===== config.mk =====
export PLATFORM = sky130hd
export DESIGN_NAME = cpsc_datapath
export DESIGN_NICKNAME = d
export VERILOG_FILES = /design/src/sv/cpsc_pkg.sv /design/src/sv/cpsc_ram.sv /design/src/sv/cpsc_datapath.sv
export SDC_FILE = /design/constraint.sdc
export NUM_CORES = 2
export LEC_CHECK = 0
export ABC_AREA = 1
export CAP_MARGIN = 20
export CORE_MARGIN = 2
export CORE_UTILIZATION = 60
export DETAILED_ROUTE_END_ITERATION = 8
export DONT_BUFFER_PORTS = 1
export GPL_ROUTABILITY_DRIVEN = 0
export PLACE_DENSITY = 0.76
export SYNTH_ARGS = -nofsm -noshare
export SYNTH_HDL_FRONTEND = slang
export SYNTH_SLANG_ARGS = --single-unit

===== constraint.sdc =====
create_clock -name aclk -period 10.5 [get_ports aclk]
set_clock_uncertainty 0.05 [all_clocks]
set_input_delay 1.05 -clock aclk [delete_from_list [all_inputs] [get_ports aclk]]
set_output_delay 1.05 -clock aclk [all_outputs]
set_load 0.1 [all_outputs]

===== src/sv/cpsc_pkg.sv =====
// Shared types, constants and codes of the convex polygon segment clipper.
package cpsc_pkg;

    localparam int COORD_W = 12;
    localparam int DW      = COORD_W + 1;
    localparam int MW      = 2 * DW;
    localparam int PW      = MW + 1;
    localparam int RW      = PW + 1;
    localparam int TW      = 17;
    localparam int Q_FRAC  = 16;
    localparam int LW      = DW + TW + 1;
    localparam int DIV_STEPS = TW;

    localparam logic [TW-1:0] Q_ONE = TW'(1) << Q_FRAC;
    localparam logic REQ_LOAD = 1'b0;

    typedef struct packed {
        logic               req_type;
        logic [COORD_W-1:0] x0;
        logic [COORD_W-1:0] y0;
        logic [COORD_W-1:0] x1;
        logic [COORD_W-1:0] y1;
        logic               last_vertex;
    } in_t;

    typedef struct packed {
        logic [2:0]         status;
        logic [COORD_W-1:0] out_x0;
        logic [COORD_W-1:0] out_y0;
        logic [COORD_W-1:0] out_x1;
        logic [COORD_W-1:0] out_y1;
    } out_t;

    typedef enum logic [2:0] {
        STAT_STORED    = 3'd0,
        STAT_CONVEX    = 3'd1,
        STAT_NONCONVEX = 3'd2,
        STAT_VISIBLE   = 3'd3,
        STAT_REJECTED  = 3'd4,
        STAT_DISABLED  = 3'd5
    } status_t;

    typedef enum logic [3:0] {
        OP_NONE,
        OP_CAPTURE,
        OP_CVX_SHIFT,
        OP_CVX_STEP,
        OP_CL_INIT,
        OP_CL_A,
        OP_CL_EDGE,
        OP_CL_M1,
        OP_CL_M2,
        OP_CL_M3,
        OP_DIV_INIT,
        OP_DIV_STEP,
        OP_T_UPD,
        OP_LERP
    } dp_op_t;

    typedef enum logic [4:0] {
        S_IDLE,
        S_LOAD,
        S_CVX_RD,
        S_CVX_DAT,
        S_CVX_ACC,
        S_CL_RD0,
        S_CL_A,
        S_CL_RD,
        S_CL_B,
        S_CL_M1,
        S_CL_M2,
        S_CL_M3,
        S_CL_EV,
        S_DIV,
        S_CL_UPD,
        S_CL_NEXT,
        S_CL_FIN,
        S_LERP,
        S_WAIT
    } state_t;

    typedef struct packed {
        dp_op_t  op;
        logic    ram_we;
        logic    out_load;
        status_t status;
        logic [2:0] lidx;
    } cmd_t;

    typedef struct packed {
        logic cr_pos;
        logic cr_neg;
        logic ev_skip;
        logic ev_reject;
        logic ev_div;
        logic te_gt_tl;
    } stat_t;

endpackage


===== src/sv/cpsc_ram.sv =====
// Generic single-write, single-read RAM with registered read data.
module cpsc_ram #(
    parameter int WIDTH = 24,
    parameter int DEPTH = 16
) (
    input  logic                     aclk,
    input  logic                     we,
    input  logic [$clog2(DEPTH)-1:0] waddr,
    input  logic [WIDTH-1:0]         wdata,
    input  logic [$clog2(DEPTH)-1:0] raddr,
    output logic [WIDTH-1:0]         rdata
);

    logic [WIDTH-1:0] mem [DEPTH];

    always_ff @(posedge aclk) begin
        if (we) begin
            mem[waddr] <= wdata;
        end
        rdata <= mem[raddr];
    end

endmodule


===== src/sv/cpsc_datapath.sv =====
// Datapath: vertex store, cross products, edge tests, serial divider and endpoint interpolation.
module cpsc_datapath #(
    parameter int MAX_VERTICES = 16
) (
    input  logic                            aclk,
    input  cpsc_pkg::in_t                   s_data,
    input  cpsc_pkg::cmd_t                  cmd,
    input  logic [$clog2(MAX_VERTICES)-1:0] raddr,
    input  logic [$clog2(MAX_VERTICES)-1:0] waddr,
    output cpsc_pkg::stat_t                 stat,
    output cpsc_pkg::out_t                  m_data
);
    import cpsc_pkg::*;

    in_t                       in_reg;
    logic signed [DW-1:0]      dx_reg, dy_reg;
    logic [COORD_W-1:0]        ax_reg, ay_reg, bx_reg, by_reg;
    logic signed [DW-1:0]      nx_reg, ny_reg, ux_reg, uy_reg;
    logic signed [MW-1:0]      m1_reg, m2_reg;
    logic signed [PW-1:0]      dp_reg, num_reg;
    logic [RW-1:0]             rem_reg, den_reg;
    logic [TW-1:0]             q_reg, te_reg, tl_reg;
    logic                      enter_reg;
    logic signed [LW-1:0]      prod_reg;
    logic [COORD_W-1:0]        res_reg [4];
    out_t                      out_reg;

    logic [2*COORD_W-1:0]      rdata;
    logic [COORD_W-1:0]        rx, ry;
    logic signed [DW-1:0]      ex_w, ey_w, fx_w, fy_w;
    logic signed [DW-1:0]      enx_w, eny_w, eux_w, euy_w;
    logic [COORD_W:0]          sumx_w, sumy_w;
    logic signed [PW-1:0]      cross_w;
    logic signed [PW:0]        nn_w, dd_w;
    logic                      dp_neg;
    logic                      ge_w;
    logic [RW-1:0]             diff_w;
    logic signed [DW-1:0]      ld_w;
    logic [TW-1:0]             lt_w;
    logic [2:0]                wi_w;
    logic [COORD_W-1:0]        lbase_w;
    logic [LW-1:0]             pabs_w, psh_w, pstep_w;

    cpsc_ram #(
        .WIDTH (2 * COORD_W),
        .DEPTH (MAX_VERTICES)
    ) u_vram (
        .aclk  (aclk),
        .we    (cmd.ram_we),
        .waddr (waddr),
        .wdata ({in_reg.x0, in_reg.y0}),
        .raddr (raddr),
        .rdata (rdata)
    );

    assign rx = rdata[2*COORD_W-1:COORD_W];
    assign ry = rdata[COORD_W-1:0];

    always_comb begin
        ex_w   = $signed({1'b0, bx_reg}) - $signed({1'b0, ax_reg});
        ey_w   = $signed({1'b0, by_reg}) - $signed({1'b0, ay_reg});
        fx_w   = $signed({1'b0, rx}) - $signed({1'b0, bx_reg});
        fy_w   = $signed({1'b0, ry}) - $signed({1'b0, by_reg});
        enx_w  = $signed({1'b0, ry}) - $signed({1'b0, ay_reg});
        eny_w  = $signed({1'b0, ax_reg}) - $signed({1'b0, rx});
        sumx_w = {1'b0, ax_reg} + {1'b0, rx};
        sumy_w = {1'b0, ay_reg} + {1'b0, ry};
        eux_w  = $signed({1'b0, in_reg.x0}) - $signed({1'b0, sumx_w[COORD_W:1]});
        euy_w  = $signed({1'b0, in_reg.y0}) - $signed({1'b0, sumy_w[COORD_W:1]});
        cross_w = PW'(m1_reg) - PW'(m2_reg);

        dp_neg = dp_reg[PW-1];
        nn_w   = dp_neg ? -(PW+1)'(num_reg) : (PW+1)'(num_reg);
        dd_w   = dp_neg ? -(PW+1)'(dp_reg) : (PW+1)'(dp_reg);

        stat.cr_pos   = !cross_w[PW-1] && (cross_w != '0);
        stat.cr_neg   = cross_w[PW-1];
        stat.ev_skip  = (dp_reg == '0);
        if (dp_neg) begin
            stat.ev_reject = nn_w > dd_w;
            stat.ev_div    = (nn_w <= dd_w) && !nn_w[PW] && (nn_w != '0);
        end else begin
            stat.ev_reject = nn_w[PW];
            stat.ev_div    = !nn_w[PW] && (nn_w < dd_w);
        end
        stat.te_gt_tl = te_reg > tl_reg;

        ge_w   = rem_reg >= den_reg;
        diff_w = rem_reg - den_reg;

        ld_w    = cmd.lidx[0] ? dy_reg : dx_reg;
        lt_w    = cmd.lidx[1] ? tl_reg : te_reg;
        wi_w    = cmd.lidx - 3'd1;
        lbase_w = wi_w[0] ? in_reg.y0 : in_reg.x0;
        pabs_w  = prod_reg[LW-1] ? LW'(-prod_reg) : LW'(prod_reg);
        psh_w   = pabs_w >> Q_FRAC;
        pstep_w = prod_reg[LW-1] ? -psh_w : psh_w;
    end

    always_ff @(posedge aclk) begin
        unique case (cmd.op)
            OP_CAPTURE: begin
                in_reg <= s_data;
                dx_reg <= $signed({1'b0, s_data.x1}) - $signed({1'b0, s_data.x0});
                dy_reg <= $signed({1'b0, s_data.y1}) - $signed({1'b0, s_data.y0});
            end
            OP_CVX_SHIFT: begin
                ax_reg <= bx_reg;
                ay_reg <= by_reg;
                bx_reg <= rx;
                by_reg <= ry;
            end
            OP_CVX_STEP: begin
                m1_reg <= ex_w * fy_w;
                m2_reg <= ey_w * fx_w;
                ax_reg <= bx_reg;
                ay_reg <= by_reg;
                bx_reg <= rx;
                by_reg <= ry;
            end
            OP_CL_INIT: begin
                te_reg <= '0;
                tl_reg <= Q_ONE;
            end
            OP_CL_A: begin
                ax_reg <= rx;
                ay_reg <= ry;
            end
            OP_CL_EDGE: begin
                nx_reg <= enx_w;
                ny_reg <= eny_w;
                ux_reg <= eux_w;
                uy_reg <= euy_w;
                ax_reg <= rx;
                ay_reg <= ry;
            end
            OP_CL_M1: begin
                m1_reg <= nx_reg * dx_reg;
                m2_reg <= ny_reg * dy_reg;
            end
            OP_CL_M2: begin
                dp_reg <= PW'(m1_reg) + PW'(m2_reg);
                m1_reg <= nx_reg * ux_reg;
                m2_reg <= ny_reg * uy_reg;
            end
            OP_CL_M3: begin
                num_reg <= -(PW'(m1_reg) + PW'(m2_reg));
            end
            OP_DIV_INIT: begin
                rem_reg   <= RW'($unsigned(nn_w));
                den_reg   <= RW'($unsigned(dd_w));
                q_reg     <= '0;
                enter_reg <= dp_neg;
            end
            OP_DIV_STEP: begin
                q_reg   <= {q_reg[TW-2:0], ge_w};
                rem_reg <= (ge_w ? diff_w : rem_reg) << 1;
            end
            OP_T_UPD: begin
                if (enter_reg) begin
                    if (q_reg > te_reg) begin
                        te_reg <= q_reg;
                    end
                end else if (q_reg < tl_reg) begin
                    tl_reg <= q_reg;
                end
            end
            OP_LERP: begin
                if (cmd.lidx < 3'd4) begin
                    prod_reg <= ld_w * $signed({1'b0, lt_w});
                end
                if (cmd.lidx != 3'd0) begin
                    res_reg[wi_w[1:0]] <= lbase_w + pstep_w[COORD_W-1:0];
                end
            end
            default: begin
            end
        endcase

        if (cmd.out_load) begin
            out_reg.status <= cmd.status;
            if (cmd.status == STAT_VISIBLE) begin
                out_reg.out_x0 <= res_reg[0];
                out_reg.out_y0 <= res_reg[1];
                out_reg.out_x1 <= res_reg[2];
                out_reg.out_y1 <= res_reg[3];
            end else begin
                out_reg.out_x0 <= '0;
                out_reg.out_y0 <= '0;
                out_reg.out_x1 <= '0;
                out_reg.out_y1 <= '0;
            end
        end
    end

    assign m_data = out_reg;

endmodule


==> results.cfg <==
[sta]
rsz0062_at_grt = false
min_period_ns = 8.27
drv_slew = 0
setup_viol = 0
slew_headroom_pct = 26.5
hold_ws_ns = 0.317
finalHoldViolCount = 0
max_freq_ghz = 0.121
fin_crit_sh_pct = 78.8
worst_pin_slew_ns = 1.09
fin_tns_setup_ns = 0

[final_layout]
area_growth_pct = 5.76
postLayoutCellArea_um2 = 103000
utilization_pct = 64.0
largest_reg_flops = 384
drive_gt1_share_pct = 4.75
fillers = 12900
nNetsFinal = 12900

[clock_tree]
clk_path_buf_depth = 3
postCtsHoldBufs = 0
root_buffer = clkbuf_16
post-cts-setup-buffer-count = 0
cts.clk_slew.worst_paths_ns = 0.07
clk_latency_ns = 0.78
cts_buffers = 98
clock-sinks = 900
htreeDepth = 3
cts_tree = done
cts_resized = 0

[yosys]
synthFlopType = edfxtp_1
yosysWarnings = 0
synthMuxAreaShare_pct = 0.989
synth_fa_ha_area_share_pct = 34.4
synth_area_leaders = edfxtp_1 (27%), fa_1 (24%), ha_1 (11%)
async_reset_ff_share_pct = 0
synthXorXnorAreaFrac_pct = 2.93
synth_top_family_by_area = adder cells
yosysSeqAreaShare_pct = 27.6
synth_cells = 11000
synthesis.nets = 13000
synth_edf_count = 876
synth-compound-area-share_pct = 7.79
avgSynthCellArea_um2 = 8.84
netlist_top_cells_count = inv_1 (2,336), nand2_1 (2,198), fa_1 (1,155)
ys_types = 64
synth-seq-cells = 900
yosysTopAreaCell = edfxtp_1
synth_top_area_share_pct = 27.1
synth.most_common_cell = inv_1
yosys.area_share.simple_pct = 15.7
synth.cell_area_um2 = 97100

[routing]
ant_nets = 0
drt_iter0_drc = 7850
vias = 75400
drc = 0
vias_per_cell = 5.75
routedWlPerCell_um = 19.8
first_pass_iters = 9
routed_wl_um = 259000

[global_route]
grt_overflow_total = 0
grt_antenna_before_repair = 7
met1_usage_pct = 40.9
grt_pass1_wl_um = 411000
grt_pass1_vias = 77000
track_usage_pct = 32.0
grtUsageMet3_pct = 7.47
grt_max_degree = 289
grtUsageMet2_pct = 51.9
busiest_layer = met2

[placed_design]
dp_hpwl_um = 203000
dpl_cell_area_um2 = 99300
numPortBuffers = 0

[setup_path]
critPathCaptureType = flop
path_delay_family = adder cells
critical_path_class = flop to flop
cp.depth = 29
crit_arrival_ns = 8.61
cp_max_fo = 9
worst-path-buf-inv = 8
crit_slowest_cell = xor2_1
required_ns = 10.84
cp-start-kind = flop
max_stage_delay_ns = 0.77
rr_worst_depth = 29
cpMostUsedCell = inv_1

[job]
cap_violations = 0

[floorplanning]
die_area_um2 = 165000
pin_count = 128
die_x_um = 406
core-area_um2 = 161000
rows = 147
start_util_pct = 60.5
die_y_um = 406

[hold_path]
min_path_type = input port to flop
whs_path_depth = 0

[run_status]
status = complete, no violations
==> cell families (layout without fill, tap and decap cells) <==
logic type / Yosys count / count (layout)
other cells: 2 / 6
buf+inv: 2703 / 2664
simple gates: 3647 / 3647
fa+ha+maj: 1977 / 1977
mux: 96 / 96
compound gates: 1350 / 1350
flops: 900 / 900
xor+xnor: 315 / 315
==> worst paths after layout <==
path / start / end / slack (ns)
min: s_data[40] / in_reg[40]$_DFFE_PN_ / 0.32
max reg2reg: u_vram.rdata[12]$_DFF_P_ / m2_reg[23]$_DFFE_PP_ / 2.23
max: u_vram.rdata[12]$_DFF_P_ / m2_reg[23]$_DFFE_PP_ / 2.23
min reg2reg: u_vram.rdata[0]$_DFF_P_ / by_reg[0]$_DFFE_PP_ / 0.42
==> cell usage in the layout (no fill, tap or decap), drive strengths merged, types with 10 or more instances in the layout <==
cell type / synthesis / routed
inv: 2363 / 2368
nand2: 2243 / 2243
fa: 1155 / 1155
edfxtp: 876 / 876
ha: 822 / 822
nor2: 809 / 809
a21oi: 612 / 612
o21ai: 446 / 446
nand3: 322 / 322
xor2: 209 / 209
o211ai: 138 / 138
clkbuf: 246 / 114
nand4: 106 / 106
xnor2: 106 / 106
buf: 80 / 104
mux2i: 96 / 96
or2: 60 / 60
clkinv: 14 / 60
nor3: 56 / 56
o21bai: 33 / 33
a21o: 32 / 32
dfxtp: 24 / 24
nand3b: 21 / 21
nor4: 18 / 18
a31oi: 17 / 17
o31ai: 13 / 13
o2111ai: 11 / 11
o221ai: 10 / 10
==> through the flow <==
step                instances  setup slack [ns]
floorplan               11000              3.46
global placement        12900              2.37
detailed placement      12900              2.29
CTS                     13100              2.29
global route            13100              1.74
finish                  13100              2.23
==> final cells by class <==
type                            count  area [um^2]  share of cell area [%]
Sequential cell                   900        26800                    26.1
Multi-Input combinational cell   7387        60100                    58.5
Timing Repair Buffer              107          853                   0.831
Inverter                         2377         8930                    8.70
Clock inverter                     69          797                   0.776
Antenna cell                        4         10.0                 0.00974
Tap cell                         2160         2700                    2.63
Clock buffer                      111         2500                    2.44
==> metal layers <==
metal / up-vias / share of wire (%)
li1: 34300 / -
met1: 36500 / 38
met2: 3769 / 46
met3: 778 / 11
met4: 4 / 5.2
met5: - / 0.010
Power is not shown: default switching activity piles up to over one toggle a cycle in this logic, so the estimate is an artifact.
