===== src/sv/cpsc_pkg.sv =====
// Shared types, constants and codes of the convex polygon segment clipper.
package cpsc_pkg;

    localparam int COORD_W = 12;
    localparam int DW      = COORD_W + 1;
    localparam int MW      = 2 * DW;
    localparam int PW      = MW + 1;
    localparam int RW      = PW + 1;
    localparam int TW      = 17;
    localparam int Q_FRAC  = 16;
    localparam int LW      = DW + TW + 1;
    localparam int DIV_STEPS = TW;

    localparam logic [TW-1:0] Q_ONE = TW'(1) << Q_FRAC;
    localparam logic REQ_LOAD = 1'b0;

    typedef struct packed {
        logic               req_type;
        logic [COORD_W-1:0] x0;
        logic [COORD_W-1:0] y0;
        logic [COORD_W-1:0] x1;
        logic [COORD_W-1:0] y1;
        logic               last_vertex;
    } in_t;

    typedef struct packed {
        logic [2:0]         status;
        logic [COORD_W-1:0] out_x0;
        logic [COORD_W-1:0] out_y0;
        logic [COORD_W-1:0] out_x1;
        logic [COORD_W-1:0] out_y1;
    } out_t;

    typedef enum logic [2:0] {
        STAT_STORED    = 3'd0,
        STAT_CONVEX    = 3'd1,
        STAT_NONCONVEX = 3'd2,
        STAT_VISIBLE   = 3'd3,
        STAT_REJECTED  = 3'd4,
        STAT_DISABLED  = 3'd5
    } status_t;

    typedef enum logic [3:0] {
        OP_NONE,
        OP_CAPTURE,
        OP_CVX_SHIFT,
        OP_CVX_STEP,
        OP_CL_INIT,
        OP_CL_A,
        OP_CL_EDGE,
        OP_CL_M1,
        OP_CL_M2,
        OP_CL_M3,
        OP_DIV_INIT,
        OP_DIV_STEP,
        OP_T_UPD,
        OP_LERP
    } dp_op_t;

    typedef enum logic [4:0] {
        S_IDLE,
        S_LOAD,
        S_CVX_RD,
        S_CVX_DAT,
        S_CVX_ACC,
        S_CL_RD0,
        S_CL_A,
        S_CL_RD,
        S_CL_B,
        S_CL_M1,
        S_CL_M2,
        S_CL_M3,
        S_CL_EV,
        S_DIV,
        S_CL_UPD,
        S_CL_NEXT,
        S_CL_FIN,
        S_LERP,
        S_WAIT
    } state_t;

    typedef struct packed {
        dp_op_t  op;
        logic    ram_we;
        logic    out_load;
        status_t status;
        logic [2:0] lidx;
    } cmd_t;

    typedef struct packed {
        logic cr_pos;
        logic cr_neg;
        logic ev_skip;
        logic ev_reject;
        logic ev_div;
        logic te_gt_tl;
    } stat_t;

endpackage


===== src/sv/cpsc_ctrl.sv =====
// Controller state machine: polygon bookkeeping, sequencing and handshakes.
module cpsc_ctrl #(
    parameter int MAX_VERTICES = 16
) (
    input  logic                            aclk,
    input  logic                            aresetn,
    input  logic                            s_valid,
    output logic                            s_ready,
    input  logic                            req_type,
    input  logic                            last_vertex,
    output logic                            m_valid,
    input  logic                            m_ready,
    input  cpsc_pkg::stat_t                 stat,
    output cpsc_pkg::cmd_t                  cmd,
    output logic [$clog2(MAX_VERTICES)-1:0] raddr,
    output logic [$clog2(MAX_VERTICES)-1:0] waddr
);
    import cpsc_pkg::*;

    localparam int AW = $clog2(MAX_VERTICES);
    localparam int NW = $clog2(MAX_VERTICES + 1);
    localparam int KW = $clog2(MAX_VERTICES + 3);

    state_t         state_reg, state_next;
    logic [NW-1:0]  count_reg, count_next;
    logic           closed_reg, closed_next;
    logic           convex_reg, convex_next;
    logic           pos_reg, pos_next;
    logic           neg_reg, neg_next;
    logic [AW-1:0]  addr_reg, addr_next;
    logic [KW-1:0]  k_reg, k_next;
    logic [NW-1:0]  j_reg, j_next;
    logic [4:0]     cnt_reg, cnt_next;
    logic           last_reg, last_next;
    status_t        status_reg, status_next;
    logic           m_valid_reg, m_valid_next;

    logic [NW-1:0]  cnt_eff;
    logic [AW-1:0]  addr_wrap;
    logic           pos_w, neg_w;

    always_ff @(posedge aclk) begin
        if (!aresetn) begin
            state_reg   <= S_IDLE;
            count_reg   <= '0;
            closed_reg  <= 1'b0;
            convex_reg  <= 1'b0;
            pos_reg     <= 1'b0;
            neg_reg     <= 1'b0;
            addr_reg    <= '0;
            k_reg       <= '0;
            j_reg       <= '0;
            cnt_reg     <= '0;
            last_reg    <= 1'b0;
            status_reg  <= STAT_STORED;
            m_valid_reg <= 1'b0;
        end else begin
            state_reg   <= state_next;
            count_reg   <= count_next;
            closed_reg  <= closed_next;
            convex_reg  <= convex_next;
            pos_reg     <= pos_next;
            neg_reg     <= neg_next;
            addr_reg    <= addr_next;
            k_reg       <= k_next;
            j_reg       <= j_next;
            cnt_reg     <= cnt_next;
            last_reg    <= last_next;
            status_reg  <= status_next;
            m_valid_reg <= m_valid_next;
        end
    end

    always_comb begin
        state_next   = state_reg;
        count_next   = count_reg;
        closed_next  = closed_reg;
        convex_next  = convex_reg;
        pos_next     = pos_reg;
        neg_next     = neg_reg;
        addr_next    = addr_reg;
        k_next       = k_reg;
        j_next       = j_reg;
        cnt_next     = cnt_reg;
        last_next    = last_reg;
        status_next  = status_reg;
        m_valid_next = m_valid_reg;
        if (m_valid_reg && m_ready) begin
            m_valid_next = 1'b0;
        end

        cmd          = '0;
        cmd.op       = OP_NONE;
        cmd.status   = status_reg;
        s_ready      = 1'b0;
        raddr        = addr_reg;
        cnt_eff      = closed_reg ? '0 : count_reg;
        waddr        = cnt_eff[AW-1:0];
        addr_wrap    = (addr_reg == AW'(count_reg - NW'(1))) ? '0 : addr_reg + AW'(1);
        pos_w        = pos_reg || stat.cr_pos;
        neg_w        = neg_reg || stat.cr_neg;

        unique case (state_reg)
            S_IDLE: begin
                s_ready = 1'b1;
                if (s_valid) begin
                    cmd.op    = OP_CAPTURE;
                    last_next = last_vertex;
                    if (req_type == REQ_LOAD) begin
                        state_next = S_LOAD;
                    end else if (closed_reg && convex_reg) begin
                        state_next = S_CL_RD0;
                    end else begin
                        status_next = STAT_DISABLED;
                        state_next  = S_WAIT;
                    end
                end
            end
            S_LOAD: begin
                closed_next = 1'b0;
                if (closed_reg) begin
                    convex_next = 1'b0;
                end
                count_next = cnt_eff;
                if (cnt_eff < NW'(MAX_VERTICES)) begin
                    cmd.ram_we = 1'b1;
                    count_next = cnt_eff + NW'(1);
                end
                if (last_reg) begin
                    closed_next = 1'b1;
                    if (count_next < NW'(3)) begin
                        convex_next = 1'b0;
                        status_next = STAT_NONCONVEX;
                        state_next  = S_WAIT;
                    end else begin
                        addr_next  = '0;
                        k_next     = '0;
                        pos_next   = 1'b0;
                        neg_next   = 1'b0;
                        state_next = S_CVX_RD;
                    end
                end else begin
                    status_next = STAT_STORED;
                    state_next  = S_WAIT;
                end
            end
            S_CVX_RD: begin
                state_next = S_CVX_DAT;
            end
            S_CVX_DAT: begin
                addr_next = addr_wrap;
                k_next    = k_reg + KW'(1);
                if (k_reg < KW'(2)) begin
                    cmd.op     = OP_CVX_SHIFT;
                    state_next = S_CVX_RD;
                end else begin
                    cmd.op     = OP_CVX_STEP;
                    state_next = S_CVX_ACC;
                end
            end
            S_CVX_ACC: begin
                pos_next = pos_w;
                neg_next = neg_w;
                if (k_reg == KW'(count_reg) + KW'(2)) begin
                    convex_next = !(pos_w && neg_w);
                    status_next = (pos_w && neg_w) ? STAT_NONCONVEX : STAT_CONVEX;
                    state_next  = S_WAIT;
                end else begin
                    state_next = S_CVX_RD;
                end
            end
            S_CL_RD0: begin
                raddr      = '0;
                cmd.op     = OP_CL_INIT;
                addr_next  = AW'(1);
                state_next = S_CL_A;
            end
            S_CL_A: begin
                cmd.op     = OP_CL_A;
                j_next     = '0;
                state_next = S_CL_RD;
            end
            S_CL_RD: begin
                state_next = S_CL_B;
            end
            S_CL_B: begin
                cmd.op     = OP_CL_EDGE;
                addr_next  = addr_wrap;
                state_next = S_CL_M1;
            end
            S_CL_M1: begin
                cmd.op     = OP_CL_M1;
                state_next = S_CL_M2;
            end
            S_CL_M2: begin
                cmd.op     = OP_CL_M2;
                state_next = S_CL_M3;
            end
            S_CL_M3: begin
                cmd.op     = OP_CL_M3;
                state_next = S_CL_EV;
            end
            S_CL_EV: begin
                priority if (stat.ev_skip) begin
                    state_next = S_CL_NEXT;
                end else if (stat.ev_reject) begin
                    status_next = STAT_REJECTED;
                    state_next  = S_WAIT;
                end else if (stat.ev_div) begin
                    cmd.op     = OP_DIV_INIT;
                    cnt_next   = '0;
                    state_next = S_DIV;
                end else begin
                    state_next = S_CL_NEXT;
                end
            end
            S_DIV: begin
                cmd.op   = OP_DIV_STEP;
                cnt_next = cnt_reg + 5'd1;
                if (cnt_reg == 5'(DIV_STEPS - 1)) begin
                    state_next = S_CL_UPD;
                end
            end
            S_CL_UPD: begin
                cmd.op     = OP_T_UPD;
                state_next = S_CL_NEXT;
            end
            S_CL_NEXT: begin
                j_next = j_reg + NW'(1);
                if (j_next == count_reg) begin
                    state_next = S_CL_FIN;
                end else begin
                    state_next = S_CL_RD;
                end
            end
            S_CL_FIN: begin
                if (stat.te_gt_tl) begin
                    status_next = STAT_REJECTED;
                    state_next  = S_WAIT;
                end else begin
                    cnt_next   = '0;
                    state_next = S_LERP;
                end
            end
            S_LERP: begin
                cmd.op   = OP_LERP;
                cmd.lidx = cnt_reg[2:0];
                cnt_next = cnt_reg + 5'd1;
                if (cnt_reg == 5'd4) begin
                    status_next = STAT_VISIBLE;
                    state_next  = S_WAIT;
                end
            end
            S_WAIT: begin
                if (!m_valid_reg || m_ready) begin
                    cmd.out_load = 1'b1;
                    m_valid_next = 1'b1;
                    state_next   = S_IDLE;
                end
            end
            default: begin
                state_next = S_IDLE;
            end
        endcase
    end

    assign m_valid = m_valid_reg;

endmodule


===== config.mk =====
export PLATFORM = sky130hd
export DESIGN_NAME = cpsc_ctrl
export DESIGN_NICKNAME = d
export VERILOG_FILES = /design/src/sv/cpsc_pkg.sv /design/src/sv/cpsc_ctrl.sv
export SDC_FILE = /design/constraint.sdc
export NUM_CORES = 1
export LEC_CHECK = 0
export ABC_AREA = 1
export BUFFER_PORTS_ARGS = -buffer_cell sky130_fd_sc_hd__buf_2
export CAP_MARGIN = 0
export CORE_ASPECT_RATIO = 1.25
export CORE_MARGIN = 1.5
export CORE_UTILIZATION = 39
export DETAILED_ROUTE_END_ITERATION = 16
export PLACE_DENSITY_LB_ADDON = 0.3
export SYNTH_ARGS = -nofsm -noshare
export SYNTH_HDL_FRONTEND = slang
export SYNTH_SLANG_ARGS = --single-unit

===== constraint.sdc =====
create_clock -name aclk -period 1.9 [get_ports aclk]
set_input_delay 0.285 -clock aclk [delete_from_list [all_inputs] [get_ports aclk]]
set_output_delay 0.285 -clock aclk [all_outputs]
set_load 0.05 [all_outputs]

==> results of run 1 <==
-- critical path: cells and delay by family (launching register included) --
kind	cells	cell delay, ps
and+or+nand+nor	5	630
buffers and inverters	3	280
DFF	1	380
-- cell usage in the layout (no fill, tap or decap), types with 11 or more instances in the layout --
master,count
nand2_1,114
nor2_1,55
inv_1,51
a21oi_1,34
nand3_1,33
dfxtp_1,31
buf_2,27
buf_4,24
nand4_1,14
o21ai_0,14
inv_2,13
nor2_2,11
nor2_4,11
-- cells in the mapped netlist, types with 3 or more instances --
cell type / instances / area [sq um]
nand2_1: 121 / 454
nor2_1: 63 / 236
inv_1: 54 / 203
dfxtp_1: 38 / 761
a21oi_1: 36 / 180
nand3_1: 34 / 170
o21ai_0: 15 / 75.1
nand4_1: 14 / 87.6
ha_1: 10 / 125
inv_2: 10 / 37.5
nor2_2: 9 / 56.3
nor3_1: 7 / 35.0
nor2_4: 5 / 56.3
xnor2_1: 5 / 43.8
xor2_1: 5 / 43.8
nand2_2: 4 / 25.0
buf_4: 3 / 22.5
clkbuf_1: 3 / 11.3
nand3_2: 3 / 30.0
-- cell type report --
type | instances | area, sq um
clock buffer | 5 | 68.8
clock inverter | 3 | 45.0
fill | 745 | 3420
inverter | 67 | 256
multi-input combinational | 349 | 1890
sequential | 38 | 779
tap | 90 | 113
timing repair buffer | 59 | 410
-- cells by family after synthesis --
kind of cell | Yosys count
AND/OR/NAND/NOR | 269
XOR/XNOR | 10
flip-flops | 38
buffers and inverters | 75
AO/OA/AOI/OAI | 60
adder cells (fa/ha/maj) | 10
-- how the worst max path moves through the flow --
stage / start / end / slack [ps]
4_1_cts: state_reg[1]$_SDFFE_PN0P_ / cmd[8] / -30
5_1_grt: state_reg[2]$_SDFFE_PN0P_ / cmd[8] / -30
3_5_place_dp: state_reg[1]$_SDFFE_PN0P_ / cmd[8] / 50
2_1_floorplan: count_reg[1]$_SDFFE_PN0P_ / k_reg[2]$_SDFFE_PN0P_ / 9
3_3_place_gp: state_reg[1]$_SDFFE_PN0P_ / cmd[8] / 60
6_report: state_reg[2]$_SDFFE_PN0P_ / cmd[8] / 20
-- layer usage --
metal / global-route usage [%] / vias up / wire [um]
met3: 3.18 / 31 / 338
met2: 37.8 / 98 / 4350
met4: 9.99 / 0 / 362
li1: - / 1587 / -
met5: 0 / - / 0
met1: 23.3 / 1461 / 3280
-- report_power, final --
group / leakage [uW] / switching, uW / internal [uW] / total, uW
clock: 0.0000504 / 328 / 391 / 719
combinational: 0.00127 / 1900 / 1030 / 2930
sequential: 0.000313 / 137 / 932 / 1070
-- repair_timing --
item	in CTS	in global routing
pin swaps	1	13
buffers inserted	2	11
endpoints found under the setup margin	5	21
resized for setup	14	39
endpoints found under the hold margin	0	0
-- per-stage QoR --
stage          util, %  total power [uW]
2_1_floorplan        -              2980
3_3_place_gp      45.5              3550
3_5_place_dp      45.5              3580
4_1_cts           47.8              4370
5_1_grt           51.0              5050
6_report          51.0              4720
==> reports/results.txt, run 1 <==
Result of the run = complete, no violations
Final HPWL DP = 6.29 mm
Global router's overall resource usage = 20.9%
Final Hold Fails = 0
Startpoint type of the worst setup path = flop
Height of the die = 98.2 um
Overall die width = 79.2 um
Maximum level of the CTS H-tree = 2
Pre-CTS setup slack = 54.1 ps
Compound-gate portion of the synthesized area = 11.4%
Library cells used by synthesis = 35
Number of instances on the worst hold path = 4
Required time of the critical path = 1620 ps
Total wire length = 8.33 mm
Mapped Cells = 462
Total congestion overflow after global routing = 0
Synthesis Warnings = 0
Largest stage delay on the critical path = 380 ps
Cell area after placement = 3180 sq um
Multiplexer share of the synthesized area = 0%
Pleak = 0.00163 uW
Clock tree from TritonCTS = yes
DRC = 0
Register-to-Register Path Depth = 12
Initial standard-cell utilization of the core = 40.5%
Boundary pin count = 34
Clock latency reported for the late side of the worst-skew pair = 300 ps
Crit path kind = reg2out
Setup slack of the critical path after layout = 22.7 ps
Kind of end point of the critical path = primary output
Post-synthesis share of cell area spent on and, or, nand and nor gates = 43.3%
Number of buffers created by CTS = 5
Post-synthesis net count = 484
Setup violators final = 0
Max frequency = 0.533 GHz
Final Cell Area = 3560 sq um
TritonCTS sink count = 38
Maximum number of pins on one net before global-route repair = 17
Destination of the worst hold path = m_valid$_SDFF_PN0_
Hold slack final = 271 ps
Core area = 6980 sq um
Adder-Cell Fraction of Synth Area = 4.42%
Number of buffers on the longest clock path = 2
#FFs+latches synth = 38
Final Instance Count excl. Fillers = 611
Hold_buf cts = 0
Count of flip-flops with a built-in enable after synthesis = 0
Combinational family with the most area after synthesis = simple AND/OR/NAND/NOR gates
Worst min-delay path category = in2reg
Initial antenna violation count = 0
Hold Path Origin = m_ready
Area growth from synthesis to layout = 25.9%
Global-route wire length before repair = 12.8 mm
List of cells traversed by the critical path = nor2_4 > nand2_4 > nor2_4 > inv_2 > nor2_1 > inv_1 > nand4_1 > buf_6
Clock Skews = 11.6 ps
Number of buffer cells added on primary ports = 33
Startpoint of the most critical register-to-register path = closed_reg$_SDFFE_PN0P_
Routed wire per std cell = 13.6 um
First DRT Iteration DRCs = 142
VDD IR max = 0.826 mV
Detailed-route via count = 3177
Critical register-to-register path endpoint = state_reg[4]$_SDFFE_PN0P_
Vias in the first global route = 2828
Max-slew headroom at the worst pin = 76.3%
Share of the cycle needed by the critical path after routing = 98.8%
Async set-or-reset flop fraction in the synthesized netlist = 0%
# nets final = 542
Total negative setup slack = 0 ps
Post-synth top flop = dfxtp_1
Reg-to-reg setup timing slack = 140 ps
Slowest cell on crit path = dfxtp_4
Average size of a mapped cell = 6.12 sq um
Max-capacitance violation count = 0
Placer's final routability congestion estimate = 0.948
Fraction of final layout cells with drive strength greater than 1 = 26.5%
Cells after DPL = 590
Area of the mapped netlist = 2830 sq um
Count of final max-slew check failures = 0
CTS clk-pin slew, worst paths = 90 ps
Via-per-instance ratio = 5.20
Number of diodes added for antenna fixing = 0
Sequential share of the synthesized area = 26.9%
Number of standard-cell rows in the floorplan = 34
Most used cell along the critical path = nor2_4
Setup repair after global routing missed its margin = yes
Critical Path Fanout Max = 4
Cell at the root of the clock tree = clkbuf_8
ANT nets after route = 0
Die ar. = 7770 sq um
Number of detailed-routing iterations run before antenna repair = 4
Slew at the pin closest to its max-slew limit = 355 ps
Power density relative to cell area = 1330 nW/um^2
Endpoint arrival time on the critical path = 1590 ps
Shortest clock period the worst path allows after layout = 1880 ps
Fraction of synthesized cell area in xor and xnor cells = 3.10%
No activity file was read; power rests on OpenSTA's default activity.
==> run 2: changes to the inputs <==
--- a/constraint.sdc
+++ b/constraint.sdc
@@ -3,2 +3,2 @@
 set_output_delay 0.285 -clock aclk [all_outputs]
-set_load 0.05 [all_outputs]
+set_load 0.02 [all_outputs]
==> run 2 against run 1 <==
  * Count of clock-buffer cells in the layout grew 1
  * Non-clock buffer count decreased by 4
  * Critical path depth is the same
  * Routed wire length fell by 5.8%
  * Register-to-register slack better by 20 ps
  * Core utilization is 2.2 points lower
  * First-iteration DRC count is 6.3% higher
  * Sequential share of layout area is 0.94 points higher
  * Sequential cell count did not move
  * Worst setup slack better by 47 ps
==> reports/results.txt, run 2 (same netlist as run 1, synthesis figures left out) <==
Result of the run = complete, no violations
Critical Path Fanout Max = 4
Maximum level of the CTS H-tree = 2
Register-to-Register Path Depth = 11
Final Cell Area = 3410 sq um
Number of instances on the worst hold path = 4
Global-route wire length before repair = 12.7 mm
Clock Skews = 2.62 ps
Number of buffers created by CTS = 5
Reg-to-reg setup timing slack = 160 ps
Setup violators final = 0
Total negative setup slack = 0 ps
Number of buffers on the longest clock path = 2
Boundary pin count = 34
Total congestion overflow after global routing = 0
CTS clk-pin slew, worst paths = 80 ps
# nets final = 538
VDD IR max = 0.610 mV
Max frequency = 0.546 GHz
Initial antenna violation count = 0
Clock tree from TritonCTS = yes
Area growth from synthesis to layout = 20.5%
Number of buffer cells added on primary ports = 33
Number of standard-cell rows in the floorplan = 34
Slowest cell on crit path = dfxtp_4
Max-slew headroom at the worst pin = 77.5%
Required time of the critical path = 1620 ps
Routed wire per std cell = 12.9 um
Endpoint arrival time on the critical path = 1550 ps
Combined buffer and inverter count along the critical path = 3
Height of the die = 98.2 um
Hold slack final = 267 ps
Hold_buf cts = 0
Critical register-to-register path endpoint = addr_reg[1]$_SDFFE_PN0P_
Slew at the pin closest to its max-slew limit = 337 ps
Pleak = 0.00159 uW
Via-per-instance ratio = 5.13
TritonCTS sink count = 38
Clock latency reported for the late side of the worst-skew pair = 300 ps
Startpoint type of the worst setup path = flop
Cell area after placement = 3150 sq um
Vias in the first global route = 2875
Max-capacitance violation count = 0
Shortest clock period the worst path allows after layout = 1830 ps
Cell at the root of the clock tree = clkbuf_8
Count of final max-slew check failures = 0
Power density relative to cell area = 1210 nW/um^2
ANT nets after route = 0
Placer's final routability congestion estimate = 0.954
Most common cell after layout, fill and taps aside = nand2_1
Destination of the worst hold path = m_valid$_SDFF_PN0_
Die ar. = 7770 sq um
Detailed-route via count = 3115
Startpoint of the most critical register-to-register path = count_reg[1]$_SDFFE_PN0P_
Fraction of final layout cells with drive strength greater than 1 = 24.6%
Maximum number of pins on one net before global-route repair = 21
Final Hold Fails = 0
Global router's overall resource usage = 20.5%
Largest stage delay on the critical path = 400 ps
Total wire length = 7.84 mm
Critical path depth in cells = 8
Most frequent cells in the layout = nand2_1 (115), nor2_1 (59), inv_1 (51), a21oi_1 (35), nand3_1 (33)
Share of the cycle needed by the critical path after routing = 96.3%
Hold Path Origin = m_ready
List of cells traversed by the critical path = buf_6 > nand2_2 > nor2_1 > nand2_1 > inv_1 > nor2_2 > nand4_1 > buf_2
First DRT Iteration DRCs = 151
Overall die width = 79.2 um
Number of diodes added for antenna fixing = 0
Final HPWL DP = 6.01 mm
Worst min-delay path category = in2reg
Crit path kind = reg2out
Number of detailed-routing iterations run before antenna repair = 4
DRC = 0
Kind of end point of the critical path = primary output
Family with the most delay on the worst path = simple AND/OR/NAND/NOR gates
Core area = 6980 sq um
Initial standard-cell utilization of the core = 40.5%
Fin util = 48.9%
[run 2: cell types whose count changed in the layout (fill, tap and decap cells not counted), moves of 2 or more]
cell     delta
buf_6       -5
nor2_1      +4
nand2_2     +2
nor2_4      -2
nor2_2      -2
nand2_4     -3
buf_2       +5
buf_4       -2
[run 2: where the power goes]
| part | leakage [uW] | switching, uW | internal [uW] | total, uW |
|---|---|---|---|---|
| clock network | 0.0000472 | 314 | 292 | 606 |
| registers | 0.000312 | 139 | 932 | 1070 |
| logic | 0.00123 | 1550 | 893 | 2450 |
[run 2: tightest hold or removal path, stage by stage]
cell and delay, ps:
buf_2 70, nor2_1 40, inv_1 60, a21oi_1 60
[run 2: worst max path at each step]
| stage | endpoint | slack [ps] | start |
|---|---|---|---|
| floorplan | k_reg[2]$_SDFFE_PN0P_ | 30 | count_reg[1]$_SDFFE_PN0P_ |
| global placement | cmd[8] | 110 | state_reg[1]$_SDFFE_PN0P_ |
| detailed placement | status_reg[2]$_SDFFE_PN0P_ | 120 | state_reg[1]$_SDFFE_PN0P_ |
| CTS | cmd[8] | -5 | state_reg[2]$_SDFFE_PN0P_ |
| global route | cmd[8] | -50 | state_reg[3]$_SDFFE_PN0P_ |
| finish | cmd[10] | 70 | state_reg[1]$_SDFFE_PN0P_ |
[run 2: layout make-up]
cell class                 count  area, sq um
clock buffer                   6         82.6
clock inverter                 2         12.5
fill                         742         3570
inverter                      67          256
multi-input combinational    349         1830
sequential                    38          778
tap                           90          113
timing repair buffer          55          337
[run 2: through the flow]
stage	instances	total power [uW]	worst slack [ps]
after detailed placement	589	3290	116
after floorplan	462	2700	31.7
after CTS	601	3980	-4.65
after global routing	607	4450	-46.7
after global placement	589	3280	109
final	607	4120	69.4
[run 2: layer usage]
layer	GRT usage, %	share of wire [%]	vias up
met5	0	0	-
met4	12.0	4.9	0
met3	2.90	3.3	32
met2	35.9	49	94
met1	23.2	42	1401
li1	-	-	1588
[run 2: timing repair]
item | 4_1_cts | 5_1_grt
setup endpoints to repair | 4 | 26
setup buffers | 4 | 6
resized for setup | 7 | 27
endpoints found under the hold margin | 0 | 0
pin swaps | 3 | 6
==> run 3: changes to the inputs <==
- CORE_UTILIZATION: 39 -> 45
- clock period: 1.9 -> 2.38 ns (I/O delays scaled with it)
==> run 3 against run 2 <==
  * Critical endpoint is now cmd[8]
  * Core utilization increased by 3.8 points
  * Non-clock buffer count decreased by 17
  * Cell count decreased by 3.6%
  * Design area decreased by 5.4%
  * Clock skew increased by 4.1 ps
  * Via count decreased by 4.1%
  * Sequential power decreased by 20%
  * Sequential cell count unchanged
  * Die area decreased by 13%
==> reports/results.txt, run 3 (same netlist as run 1, synthesis figures left out) <==
Fillers = 618
Max-slew headroom at the worst pin = 62.3%
Height of the die = 91.6 um
Number of post-CTS setup repair buffers = 0
Boundary pin count = 34
Overall die width = 73.9 um
Slew at the pin closest to its max-slew limit = 563 ps
Setup violators final = 0
Clock tree from TritonCTS = yes
Number of diodes added for antenna fixing = 0
Number of detailed-routing iterations run before antenna repair = 4
ANT nets after route = 0
Kind of end point of the critical path = primary output
Die ar. = 6770 sq um
Register cell area after layout = 761 sq um
Critical Path Fanout Max = 9
Initial antenna violation count = 0
Setup repair after global routing missed its margin = no
CTS clk-pin slew, worst paths = 80 ps
Highest-utilization routing layer at the global route stage = met2
Cell at the root of the clock tree = clkbuf_8
Maximum level of the CTS H-tree = 2
Via-per-instance ratio = 5.11
Most frequent cells in the layout = nand2_1 (121), nor2_1 (63), inv_1 (54), dfxtp_1 (38), a21oi_1 (36)
Number of buffers on the longest clock path = 2
Core area = 6130 sq um
Internal power = 1730 uW
Most common cell after layout, fill and taps aside = nand2_1
Multi-input gate area in the final layout = 1760 sq um
TritonCTS sink count = 38
Global-route wire length before repair = 12.5 mm
Comb pwr share = 52.3%
Count of cells resized by post-cts repair = 0
Fraction of final layout cells with drive strength greater than 1 = 17.4%
Hold slack final = 345 ps
First DRT Iteration DRCs = 128
Shortest clock period the worst path allows after layout = 2180 ps
Pleak = 0.00151 uW
Max frequency = 0.458 GHz
Detailed-route via count = 2987
Clock latency reported for the late side of the worst-skew pair = 300 ps
Startpoint type of the worst setup path = flop
Vias in the first global route = 2777
Total wire length = 7.28 mm
Startpoint of the most critical register-to-register path = count_reg[1]$_SDFFE_PN0P_
Count of final max-slew check failures = 0
Initial standard-cell utilization of the core = 46.2%
Hold Path Origin = m_ready
Crit path kind = reg2out
# nets final = 521
Global router's overall resource usage = 23.2%
Number of standard-cell rows in the floorplan = 32
Worst min-delay path category = in2reg
Critical Path Source = state_reg[1]$_SDFFE_PN0P_
P_sw = 1500 uW
Global-route met2 utilization = 40.3%
Number of buffers created by CTS = 5
Required time of the critical path = 2020 ps
Number of buffer cells added on primary ports = 33
Endpoint arrival time on the critical path = 1830 ps
Clock Skews = 6.70 ps
Maximum number of pins on one net before global-route repair = 27
Fin util = 52.6%
Met1 global-route usage = 28.0%
Clock network fraction of design power = 21.0%
Power density relative to cell area = 1000 nW/um^2
Part of the power in registers = 26.6%
Result of the run = complete, no violations
Max-capacitance violation count = 0
Switching fraction of total power = 46.4%
Global routing met3 resource utilization = 2.97%
Share of the cycle needed by the critical path after routing = 91.7%
Total negative setup slack = 0 ps
Routed wire per std cell = 12.4 um
Hold_buf cts = 0
Area growth from synthesis to layout = 14.0%
DRC = 0
Final HPWL DP = 5.70 mm
Final Hold Fails = 0
Placer's final routability congestion estimate = 0.998
VDD IR max = 0.642 mV
Total congestion overflow after global routing = 0
-- run 3: path summary, 6_finish.rpt --
check / endpoint / slack [ps] / cells after the start
min reg2reg: j_reg[4]$_SDFFE_PN0P_ / 480 / 2
min: m_valid$_SDFF_PN0_ / 350 / 4
max reg2reg: status_reg[2]$_SDFFE_PN0P_ / 310 / 11
max: cmd[8] / 200 / 8
-- run 3: through the flow --
stage                     instances  setup slack [ps]  instance area [sq um]  total power (uW)
final                           585               197                   3220              3230
after global routing            585              49.5                   3220              3530
after CTS                       585               226                   3220              3240
after detailed placement        577               326                   3090              2560
after global placement          577               400                   3090              2550
after floorplan                 462               390                   2830              2150
-- run 3: power by group through the flow --
stage	sequential (uW)	combinational (uW)	clock [uW]
2_1_floorplan	855	1300	0
3_3_place_gp	873	1680	0
3_5_place_dp	874	1680	0
4_1_cts	860	1690	692
5_1_grt	877	1940	718
6_report	861	1690	681
-- run 3: layout make-up --
class | instances | area share [%]
multi-input combinational | 349 | 54.6
sequential | 38 | 23.6
inverter | 67 | 7.95
timing repair buffer | 38 | 6.29
tap | 85 | 3.30
clock buffer | 5 | 2.13
clock inverter | 3 | 2.13
-- run 3: critical path, cell delays in order (launching register included) --
cell and delay (ps):
dfxtp_1 560, inv_2 80, nand2_1 100, nor2_2 60
nand2_4 120, nand2_1 140, nor2_1 160, nand4_1 120
buf_2 180
-- run 3: metal layers --
metal / share of wire [%] / routed length (um)
met2: 51 / 3690
met1: 43 / 3140
met5: 0 / 0
met4: 2.3 / 169
met3: 3.8 / 278
